--- src/rtl/mlrq_pkg.sv ---
// Shared types and fixed field widths for the multilevel priority run queue.
// No dependencies; used by every module of the block.
package mlrq_pkg;

  // Fixed widths of the stream fields.
  localparam int ACT_W  = 2;
  localparam int TID_W  = 6;
  localparam int PRIO_W = 7;
  localparam int STAT_W = 2;
  localparam int PRIO_N = 2 ** PRIO_W;

  typedef enum logic [ACT_W-1:0] {
    ACT_ADD    = 2'd0,
    ACT_REMOVE = 2'd1,
    ACT_CHOOSE = 2'd2
  } action_e;

  typedef enum logic [STAT_W-1:0] {
    ST_OK     = 2'd0,
    ST_EMPTY  = 2'd1,
    ST_REJECT = 2'd2
  } status_e;

  // Write enables into the per-thread link store.
  typedef struct packed {
    logic level_we;
    logic next_we;
    logic prev_we;
  } link_we_t;

  // Write enables into the per-level head/tail table.
  typedef struct packed {
    logic head_we;
    logic tail_we;
    logic set_ne;
    logic clr_ne;
  } lvl_we_t;

endpackage

--- src/rtl/mlrq_link_store.sv ---
// Per-thread storage: recorded level, next link and prev link, one memory each.
// Registered reads with write-to-read forwarding. Depends on mlrq_pkg.
module mlrq_link_store #(
  parameter int NUM_LEVELS  = 32,
  parameter int NUM_THREADS = 64
) (
  input  logic                           clk_i,
  input  logic                           rd_en_i,
  input  logic [$clog2(NUM_THREADS)-1:0] rd_addr_i,
  input  mlrq_pkg::link_we_t             we_i,
  input  logic [$clog2(NUM_THREADS)-1:0] level_waddr_i,
  input  logic [$clog2(NUM_LEVELS)-1:0]  level_wdata_i,
  input  logic [$clog2(NUM_THREADS)-1:0] next_waddr_i,
  input  logic [$clog2(NUM_THREADS)-1:0] next_wdata_i,
  input  logic [$clog2(NUM_THREADS)-1:0] prev_waddr_i,
  input  logic [$clog2(NUM_THREADS)-1:0] prev_wdata_i,
  output logic [$clog2(NUM_LEVELS)-1:0]  level_o,
  output logic [$clog2(NUM_THREADS)-1:0] next_o,
  output logic [$clog2(NUM_THREADS)-1:0] prev_o
);

  localparam int LW = $clog2(NUM_LEVELS);
  localparam int TW = $clog2(NUM_THREADS);

  logic [LW-1:0] level_mem [NUM_THREADS];
  logic [TW-1:0] next_mem  [NUM_THREADS];
  logic [TW-1:0] prev_mem  [NUM_THREADS];

  logic [LW-1:0] level_rd_q, level_fw_q;
  logic [TW-1:0] next_rd_q, next_fw_q, prev_rd_q, prev_fw_q;
  logic          level_hit_q, next_hit_q, prev_hit_q;

  always_ff @(posedge clk_i) begin
    if (we_i.level_we) begin
      level_mem[level_waddr_i] <= level_wdata_i;
    end
    if (we_i.next_we) begin
      next_mem[next_waddr_i] <= next_wdata_i;
    end
    if (we_i.prev_we) begin
      prev_mem[prev_waddr_i] <= prev_wdata_i;
    end
  end

  // Read at accept; a write landing on the same edge is forwarded.
  always_ff @(posedge clk_i) begin
    if (rd_en_i) begin
      level_rd_q  <= level_mem[rd_addr_i];
      next_rd_q   <= next_mem[rd_addr_i];
      prev_rd_q   <= prev_mem[rd_addr_i];
      level_hit_q <= we_i.level_we && (level_waddr_i == rd_addr_i);
      next_hit_q  <= we_i.next_we && (next_waddr_i == rd_addr_i);
      prev_hit_q  <= we_i.prev_we && (prev_waddr_i == rd_addr_i);
      level_fw_q  <= level_wdata_i;
      next_fw_q   <= next_wdata_i;
      prev_fw_q   <= prev_wdata_i;
    end
  end

  assign level_o = level_hit_q ? level_fw_q : level_rd_q;
  assign next_o  = next_hit_q ? next_fw_q : next_rd_q;
  assign prev_o  = prev_hit_q ? prev_fw_q : prev_rd_q;

endmodule

--- src/rtl/mlrq_level_table.sv ---
// Per-level head and tail registers, non-empty flags and the highest-level finder.
// Depends on mlrq_pkg.
module mlrq_level_table #(
  parameter int NUM_LEVELS  = 32,
  parameter int NUM_THREADS = 64
) (
  input  logic                           clk_i,
  input  logic                           rst_ni,
  input  logic [$clog2(NUM_LEVELS)-1:0]  lvl_i,
  input  mlrq_pkg::lvl_we_t              we_i,
  input  logic [$clog2(NUM_THREADS)-1:0] head_wdata_i,
  input  logic [$clog2(NUM_THREADS)-1:0] tail_wdata_i,
  output logic [$clog2(NUM_THREADS)-1:0] head_o,
  output logic [$clog2(NUM_THREADS)-1:0] tail_o,
  output logic                           nonempty_o,
  output logic                           any_o,
  output logic [$clog2(NUM_LEVELS)-1:0]  top_o
);

  localparam int LW = $clog2(NUM_LEVELS);
  localparam int TW = $clog2(NUM_THREADS);

  logic [TW-1:0]         head_q [NUM_LEVELS];
  logic [TW-1:0]         tail_q [NUM_LEVELS];
  logic [NUM_LEVELS-1:0] ne_q;

  always_ff @(posedge clk_i) begin
    if (we_i.head_we) begin
      head_q[lvl_i] <= head_wdata_i;
    end
    if (we_i.tail_we) begin
      tail_q[lvl_i] <= tail_wdata_i;
    end
  end

  always_ff @(posedge clk_i or negedge rst_ni) begin
    if (!rst_ni) begin
      ne_q <= '0;
    end else if (we_i.set_ne) begin
      ne_q[lvl_i] <= 1'b1;
    end else if (we_i.clr_ne) begin
      ne_q[lvl_i] <= 1'b0;
    end
  end

  // Highest set flag wins.
  always_comb begin
    top_o = '0;
    for (int i = 0; i < NUM_LEVELS; i++) begin
      if (ne_q[i]) begin
        top_o = LW'(i);
      end
    end
  end

  assign any_o      = |ne_q;
  assign head_o     = head_q[lvl_i];
  assign tail_o     = tail_q[lvl_i];
  assign nonempty_o = ne_q[lvl_i];

endmodule

--- src/rtl/multilevel_priority_run_queue_core.sv ---
// Multilevel priority run queue: one FIFO of thread ids per level, doubly linked.
// Each item passes the input register, then the result register, and waits while the result stalls.
// Throughput: one item per cycle while the result drains; the link memories read at accept, write on advance.
// Reset: clears pipeline valids, per-level non-empty flags and per-thread queued flags.
// Head/tail tables and link memories are not cleared; they are read only once written.
// Depends on mlrq_pkg, mlrq_link_store and mlrq_level_table.
module multilevel_priority_run_queue_core #(
  parameter int NUM_LEVELS      = 32,
  parameter int PRIOS_PER_LEVEL = 4,
  parameter int NUM_THREADS     = 64
) (
  input  logic        clk_i,
  input  logic        rst_ni,
  input  logic        s_axis_tvalid,
  output logic        s_axis_tready,
  input  logic [15:0] s_axis_tdata,   // [1:0] action, [7:2] thread_id, [14:8] priority_req
  output logic        m_axis_tvalid,
  input  logic        m_axis_tready,
  output logic [7:0]  m_axis_tdata    // [5:0] chosen_thread, [7:6] status
);

  localparam int LW = $clog2(NUM_LEVELS);
  localparam int TW = $clog2(NUM_THREADS);

  // Priority to level lookup, saturated at the top level.
  logic [LW-1:0] lvl_lut [mlrq_pkg::PRIO_N];

  for (genvar gi = 0; gi < mlrq_pkg::PRIO_N; gi++) begin : g_lut
    localparam int Q = gi / PRIOS_PER_LEVEL;
    assign lvl_lut[gi] = (Q >= NUM_LEVELS) ? LW'(NUM_LEVELS - 1) : LW'(Q);
  end

  // Input side decode.
  logic                         in_fire;
  logic [31:0]                  in_tid32;
  logic [TW-1:0]                in_taddr;
  logic                         in_tid_ok;
  logic [mlrq_pkg::PRIO_W-1:0]  in_prio;

  assign in_fire   = s_axis_tvalid && s_axis_tready;
  assign in_tid32  = 32'(s_axis_tdata[7:2]);
  assign in_taddr  = in_tid32[TW-1:0];
  assign in_tid_ok = in_tid32 < NUM_THREADS;
  assign in_prio   = s_axis_tdata[14:8];

  // Input register stage.
  logic              s_valid_q;
  mlrq_pkg::action_e act_q;
  logic [TW-1:0]     taddr_q;
  logic              tid_ok_q;
  logic [LW-1:0]     plvl_q;

  // Result register stage.
  logic                        m_valid_q;
  logic [mlrq_pkg::TID_W-1:0]  m_chosen_q;
  mlrq_pkg::status_e           m_status_q;

  logic advance;

  // Advance the held item when the result slot is free or being drained.
  assign advance       = s_valid_q && (!m_valid_q || m_axis_tready);
  assign s_axis_tready = !s_valid_q || advance;

  always_ff @(posedge clk_i or negedge rst_ni) begin
    if (!rst_ni) begin
      s_valid_q <= 1'b0;
    end else if (in_fire) begin
      s_valid_q <= 1'b1;
    end else if (advance) begin
      s_valid_q <= 1'b0;
    end
  end

  always_ff @(posedge clk_i) begin
    if (in_fire) begin
      act_q    <= mlrq_pkg::action_e'(s_axis_tdata[1:0]);
      taddr_q  <= in_taddr;
      tid_ok_q <= in_tid_ok;
      plvl_q   <= lvl_lut[in_prio];
    end
  end

  // Per-thread link store.
  mlrq_pkg::link_we_t link_we;
  logic [TW-1:0]      next_waddr, next_wdata, prev_waddr, prev_wdata;
  logic [LW-1:0]      rd_level;
  logic [TW-1:0]      rd_next, rd_prev;
  logic [LW-1:0]      lvl_sel;

  mlrq_link_store #(
    .NUM_LEVELS  (NUM_LEVELS),
    .NUM_THREADS (NUM_THREADS)
  ) u_link_store (
    .clk_i         (clk_i),
    .rd_en_i       (in_fire),
    .rd_addr_i     (in_taddr),
    .we_i          (link_we),
    .level_waddr_i (taddr_q),
    .level_wdata_i (lvl_sel),
    .next_waddr_i  (next_waddr),
    .next_wdata_i  (next_wdata),
    .prev_waddr_i  (prev_waddr),
    .prev_wdata_i  (prev_wdata),
    .level_o       (rd_level),
    .next_o        (rd_next),
    .prev_o        (rd_prev)
  );

  // Per-level head/tail table.
  mlrq_pkg::lvl_we_t lvl_we;
  logic [TW-1:0]     head_wdata, tail_wdata, lt_head, lt_tail;
  logic              lt_nonempty, lt_any;
  logic [LW-1:0]     lt_top;

  mlrq_level_table #(
    .NUM_LEVELS  (NUM_LEVELS),
    .NUM_THREADS (NUM_THREADS)
  ) u_level_table (
    .clk_i        (clk_i),
    .rst_ni       (rst_ni),
    .lvl_i        (lvl_sel),
    .we_i         (lvl_we),
    .head_wdata_i (head_wdata),
    .tail_wdata_i (tail_wdata),
    .head_o       (lt_head),
    .tail_o       (lt_tail),
    .nonempty_o   (lt_nonempty),
    .any_o        (lt_any),
    .top_o        (lt_top)
  );

  // Queued flag per thread.
  logic [NUM_THREADS-1:0] queued_q;
  logic                   q_set, q_clr, is_queued;

  assign is_queued = queued_q[taddr_q];

  always_ff @(posedge clk_i or negedge rst_ni) begin
    if (!rst_ni) begin
      queued_q <= '0;
    end else if (q_set) begin
      queued_q[taddr_q] <= 1'b1;
    end else if (q_clr) begin
      queued_q[taddr_q] <= 1'b0;
    end
  end

  // Operation logic for the held item.
  logic [31:0]                 head32;
  logic                        is_head, is_tail;
  logic [mlrq_pkg::TID_W-1:0]  res_chosen;
  mlrq_pkg::status_e           res_status;

  assign head32  = 32'(lt_head);
  assign is_head = (lt_head == taddr_q);
  assign is_tail = (lt_tail == taddr_q);

  // Add works on the level of its priority, remove on the level recorded
  // when the thread was added, choose on the highest non-empty level.
  always_comb begin
    unique case (act_q)
      mlrq_pkg::ACT_ADD:    lvl_sel = plvl_q;
      mlrq_pkg::ACT_REMOVE: lvl_sel = rd_level;
      default:              lvl_sel = lt_top;
    endcase
  end

  always_comb begin
    res_chosen = '0;
    res_status = mlrq_pkg::ST_REJECT;
    link_we    = '0;
    lvl_we     = '0;
    q_set      = 1'b0;
    q_clr      = 1'b0;
    next_waddr = lt_tail;
    next_wdata = taddr_q;
    prev_waddr = taddr_q;
    prev_wdata = lt_tail;
    head_wdata = taddr_q;
    tail_wdata = taddr_q;
    unique case (act_q)
      mlrq_pkg::ACT_ADD: begin
        if (tid_ok_q && !is_queued) begin
          res_status       = mlrq_pkg::ST_OK;
          link_we.level_we = advance;
          q_set            = advance;
          lvl_we.tail_we   = advance;
          if (lt_nonempty) begin
            // Link behind the current tail.
            link_we.next_we = advance;
            link_we.prev_we = advance;
          end else begin
            lvl_we.head_we = advance;
            lvl_we.set_ne  = advance;
          end
        end
      end
      mlrq_pkg::ACT_REMOVE: begin
        if (tid_ok_q && is_queued) begin
          res_status = mlrq_pkg::ST_OK;
          q_clr      = advance;
          head_wdata = rd_next;
          tail_wdata = rd_prev;
          next_waddr = rd_prev;
          next_wdata = rd_next;
          prev_waddr = rd_next;
          prev_wdata = rd_prev;
          priority if (is_head && is_tail) begin
            lvl_we.clr_ne = advance;
          end else if (is_head) begin
            lvl_we.head_we = advance;
          end else if (is_tail) begin
            lvl_we.tail_we = advance;
          end else begin
            // Unlink from the middle: bridge prev and next.
            link_we.next_we = advance;
            link_we.prev_we = advance;
          end
        end
      end
      mlrq_pkg::ACT_CHOOSE: begin
        if (lt_any) begin
          res_status = mlrq_pkg::ST_OK;
          res_chosen = head32[mlrq_pkg::TID_W-1:0];
        end else begin
          res_status = mlrq_pkg::ST_EMPTY;
        end
      end
      default: begin
        res_status = mlrq_pkg::ST_REJECT;
      end
    endcase
  end

  // Result register: load on advance, drop once taken.
  always_ff @(posedge clk_i or negedge rst_ni) begin
    if (!rst_ni) begin
      m_valid_q <= 1'b0;
    end else if (advance) begin
      m_valid_q <= 1'b1;
    end else if (m_axis_tready) begin
      m_valid_q <= 1'b0;
    end
  end

  always_ff @(posedge clk_i) begin
    if (advance) begin
      m_chosen_q <= res_chosen;
      m_status_q <= res_status;
    end
  end

  assign m_axis_tvalid = m_valid_q;
  assign m_axis_tdata  = {m_status_q, m_chosen_q};

`ifndef SYNTHESIS
  a_empty_reports_zero : assert property (@(posedge clk_i) disable iff (!rst_ni)
    m_valid_q && (m_status_q == mlrq_pkg::ST_EMPTY) |-> (m_chosen_q == '0))
    else $error("empty result carries a nonzero thread");

  a_queued_step : assert property (@(posedge clk_i) disable iff (!rst_ni)
    1'b1 |=> ($countones(queued_q) <= $countones($past(queued_q)) + 1) &&
             ($countones($past(queued_q)) <= $countones(queued_q) + 1))
    else $error("queued count moved by more than one");

  a_chosen_is_queued : assert property (@(posedge clk_i) disable iff (!rst_ni)
    advance && (act_q == mlrq_pkg::ACT_CHOOSE) && lt_any |-> queued_q[lt_head])
    else $error("chosen head thread is not queued");

  a_no_write_when_held : assert property (@(posedge clk_i) disable iff (!rst_ni)
    !advance |-> (link_we == '0) && (lvl_we == '0) && !q_set && !q_clr)
    else $error("state written without an advancing item");

  a_reject_keeps_state : assert property (@(posedge clk_i) disable iff (!rst_ni)
    advance && (res_status == mlrq_pkg::ST_REJECT) |=> (queued_q == $past(queued_q)))
    else $error("rejected item changed queued flags");
`endif

endmodule
--- config.mk ---
export PLATFORM = sky130hd
export DESIGN_NAME = multilevel_priority_run_queue_core
export DESIGN_NICKNAME = d
export VERILOG_FILES = /design/src/rtl/mlrq_pkg.sv /design/src/rtl/mlrq_link_store.sv /design/src/rtl/mlrq_level_table.sv /design/src/rtl/multilevel_priority_run_queue_core.sv
export SDC_FILE = /design/constraint.sdc
export NUM_CORES = 2
export LEC_CHECK = 0
export ABC_CLOCK_PERIOD_IN_PS = 9000
export BUFFER_PORTS_ARGS = -buffer_cell sky130_fd_sc_hd__clkbuf_2
export CORE_ASPECT_RATIO = 0.6
export CORE_MARGIN = 4
export CORE_UTILIZATION = 63
export DETAILED_ROUTE_END_ITERATION = 7
export GPL_TIMING_DRIVEN = 0
export PLACE_DENSITY_LB_ADDON = 0.1
export SLEW_MARGIN = 20
export SYNTH_ARGS = -nofsm -noshare
export SYNTH_HDL_FRONTEND = slang
export SYNTH_SLANG_ARGS = --single-unit
--- constraint.sdc ---
create_clock -name clk_i -period 9 [get_ports clk_i]
set_input_delay 0.45 -clock clk_i [delete_from_list [all_inputs] [get_ports clk_i]]
set_output_delay 0.45 -clock clk_i [all_outputs]
set_load 0.05 [all_outputs]
==> flow_summary.ini <==
[route]
drc = 0
wl_per_cell_um = 41.05
via_per_inst = 7.604
drt-initial-drc-count = 8254
wirelength_mm = 223.4
num_vias = 41382
drt_first_pass_iters = 7
antenna_left = 0

[setup_path]
ff2ff_setup_slack_ps = 810
rr_endpoint = u_level_table.tail_q[10][5]$_DFFE_PP_
slowest_delay_ps = 1150
startpoint_type = flop
critPathTopFamily = compound AO/OA/AOI/OAI gates
cp_max_fo = 74
crit_path_end_kind = flop
cp.arrival_ps = 8590
crit_required_ps = 9400
critPathKind = reg -> reg
cp.buffers_inverters = 4
crit_chain = nor4_2 -> nand3_2 -> o21ai_4 -> inv_2 -> buf_4 -> a211oi_1 -> buf_2 -> a2bb2oi_1 -> a41oi_1 -> nor4_1 -> nor4_2 -> and4_1 -> a31oi_4 -> buf_4 -> nor2_1
reg2reg_depth = 15
cp_slowest_cell = a211oi_1

[final_layout]
fill_cells = 6245
final_area_um2 = 74470
final_util_pct = 71.80
most-common-layout-cells = edfxtp_1, mux4_2, nor2_1
area_growth_pct = 11.98
regArea_um2 = 48400
multiInputGateArea_um2 = 17180
layout_commonest_cell = edfxtp_1
final_net_count = 3943
drive_gt1_share_pct = 22.41
fin_cells = 5442

[logic_synthesis]
synth_edf_count = 1530
async_flop_share_pct = 6.020
syn_nets = 3711
synth_area_per_cell_um2 = 18.02
synth_ff_type = edfxtp_1
synth_area_um2 = 66500
ys_seq_area_share_pct = 72.77
synth_cell_types = 89
synthCells = 3691
yosys_warnings = 0
ys_ff_latch = 1628

[power]
power_density_nw_per_um2 = 221.0
p_leak_nw = 23.88
peakVddDrop_mv = 0.2351

[sta]
grt_setup_unrepaired = no
max-slew-margin-rel_pct = 3.419
max_freq_mhz = 122.1
finClkSkew_ps = 39.57
whs_ps = 166.6
min_period_over_period_pct = 91.02
setup_viol = 0
layout_min_cycle_time_ps = 8192
worst_slew_pin_slew_ps = 1412
drv_slew = 0
hold_viol = 0

[placement]
dp_cells = 5156
dp.final_hpwl_mm = 158.4
placed_area_um2 = 69470
gp_congestion = 1.088
port_buffers = 26

[clock_tree]
cts_tree = done
cts_root_buffer = clkbuf_16
clk_pin_slew_ps = 70
clock-sinks = 1628
clk_latency_ps = 800
numCtsBuffers = 144
cts_resized = 0
cts_max_path_buffers = 3
htreeDepth = 4

[min_path]
hold_path.class = in -> reg
hold_depth = 1
hold_start = s_axis_tdata[7]
whs_endpoint = taddr_q[5]$_DFFE_PP_

[floorplanning]
ios = 30
start_util_pct = 64.12
die_w_um = 427.4
fp-row-count = 91
dieHeight_um = 259.7
core-area_um2 = 103700
die_area_um2 = 111000

[grt]
antenna_found_initial = 13
grtUsageTotal_pct = 40.74
grt_pass1_wl_mm = 306.1
grt-ovfl-total = 0
grt_max_degree = 75
grt_pass1_vias = 38475

[flow_run]
maxCapViolCount = 0

[run_status]
status = completed
-- Yosys cell counts, types with 13 or more instances --
| library cell | number | share of area [%] |
|---|---|---|
| mux2i_1 | 128 | 1.9 |
| buf_1 | 37 | 0.21 |
| dfrtp_1 | 98 | 3.7 |
| buf_4 | 24 | 0.27 |
| a221oi_1 | 20 | 0.26 |
| o22ai_1 | 17 | 0.16 |
| nor2_1 | 297 | 1.7 |
| buf_2 | 41 | 0.31 |
| a211oi_1 | 37 | 0.42 |
| o211a_1 | 16 | 0.24 |
| mux2_2 | 16 | 0.27 |
| nand2b_1 | 13 | 0.12 |
| a31oi_1 | 18 | 0.17 |
| inv_1 | 45 | 0.25 |
| nand4_1 | 19 | 0.18 |
| nor4_1 | 25 | 0.24 |
| a22oi_1 | 24 | 0.27 |
| o2111a_1 | 21 | 0.36 |
| a21oi_1 | 57 | 0.43 |
| edfxtp_1 | 1530 | 69 |
| nand3_1 | 53 | 0.40 |
| xnor2_1 | 16 | 0.21 |
| clkbuf_1 | 119 | 0.67 |
| nor3_1 | 84 | 0.63 |
| mux4_2 | 361 | 12 |
| o21ai_1 | 22 | 0.17 |
| nand2_1 | 178 | 1.0 |
| o21ai_0 | 157 | 1.2 |
-- area by class of cell --
class,count,share of cell area [%]
Antenna cell,8,0.02688
Tap cell,1395,2.344
Buffer,232,1.563
Clock buffer,192,5.276
Multi-Input combinational cell,1779,23.07
Clock inverter,70,0.9543
Sequential cell,1628,64.99
Inverter,52,0.2772
Timing Repair Buffer,86,1.504
-- state kept, by name (all words and copies together) (netlist names), 5 cells and up, named ones only --
register,cells
u_link_store.next_mem,384
u_link_store.prev_mem,384
u_link_store.level_mem,320
u_level_table.head_q,192
u_level_table.tail_q,192
m_chosen_q,6
taddr_q,6
u_link_store.next_fw_q,6
u_link_store.next_rd_q,6
u_link_store.prev_fw_q,6
u_link_store.prev_rd_q,6
plvl_q,5
u_link_store.level_fw_q,5
u_link_store.level_rd_q,5
-- metrics by stage --
stage                TNS, ps  worst slack, ps  total power [mW]
floorplan                  0             1767             9.480
global placement    -3081630            -4300             10.15
detailed placement         0             1199             10.25
CTS                        0             1145             16.32
global route               0            977.7             16.78
finish                     0            808.0             16.46
-- timing repair --
item / CTS / global route
hold endpoints to repair: 112 / 0
hold buffers: 15 / 0
setup buffers: 0 / 0
setup endpoints to repair: 0 / 0
-- layer usage --
layer,global-route usage (%),up-vias,share of wire [%]
met5,8.289,-,0.74
met4,9.605,30,2.4
met3,26.42,484,21
met2,47.89,4214,37
met1,61.57,21195,38
li1,-,15459,-
-- report_power, final --
| part | switching (mW) | total (mW) | leakage [nW] | internal, mW |
|---|---|---|---|---|
| sequential | 0.0249 | 8.52 | 14.9 | 8.50 |
| combinational | 1.24 | 1.70 | 6.69 | 0.456 |
| clock | 2.83 | 6.24 | 2.26 | 3.41 |
| total | 4.09 | 16.5 | 23.9 | 12.4 |
-- cells by family after synthesis --
kind of cell              count (synthesis)  synth area share, %
muxes                                   505                14.42
xor gates and xnor gates                 24               0.3161
AOI/OAI and AO/OA                       505                5.396
buffers and inverters                   284                1.940
and+or+nand+nor                         745                5.153
DFF                                    1628                72.77
-- worst max-delay path by stage --
stage	to	slack, ps	depth (start not counted)
final	u_level_table.tail_q[10][5]$_DFFE_PP_	810	15
after global placement	u_link_store.next_mem[42][0]$_DFFE_PP_	-4300	12
after floorplan	u_link_store.prev_mem[16][0]$_DFFE_PP_	1770	13
after CTS	u_link_store.next_mem[31][0]$_DFFE_PP_	1140	17
after global routing	u_link_store.next_mem[31][0]$_DFFE_PP_	980	17
after detailed placement	u_link_store.next_mem[47][1]$_DFFE_PP_	1200	17
Note: power is estimated with default switching activity, not from simulation.
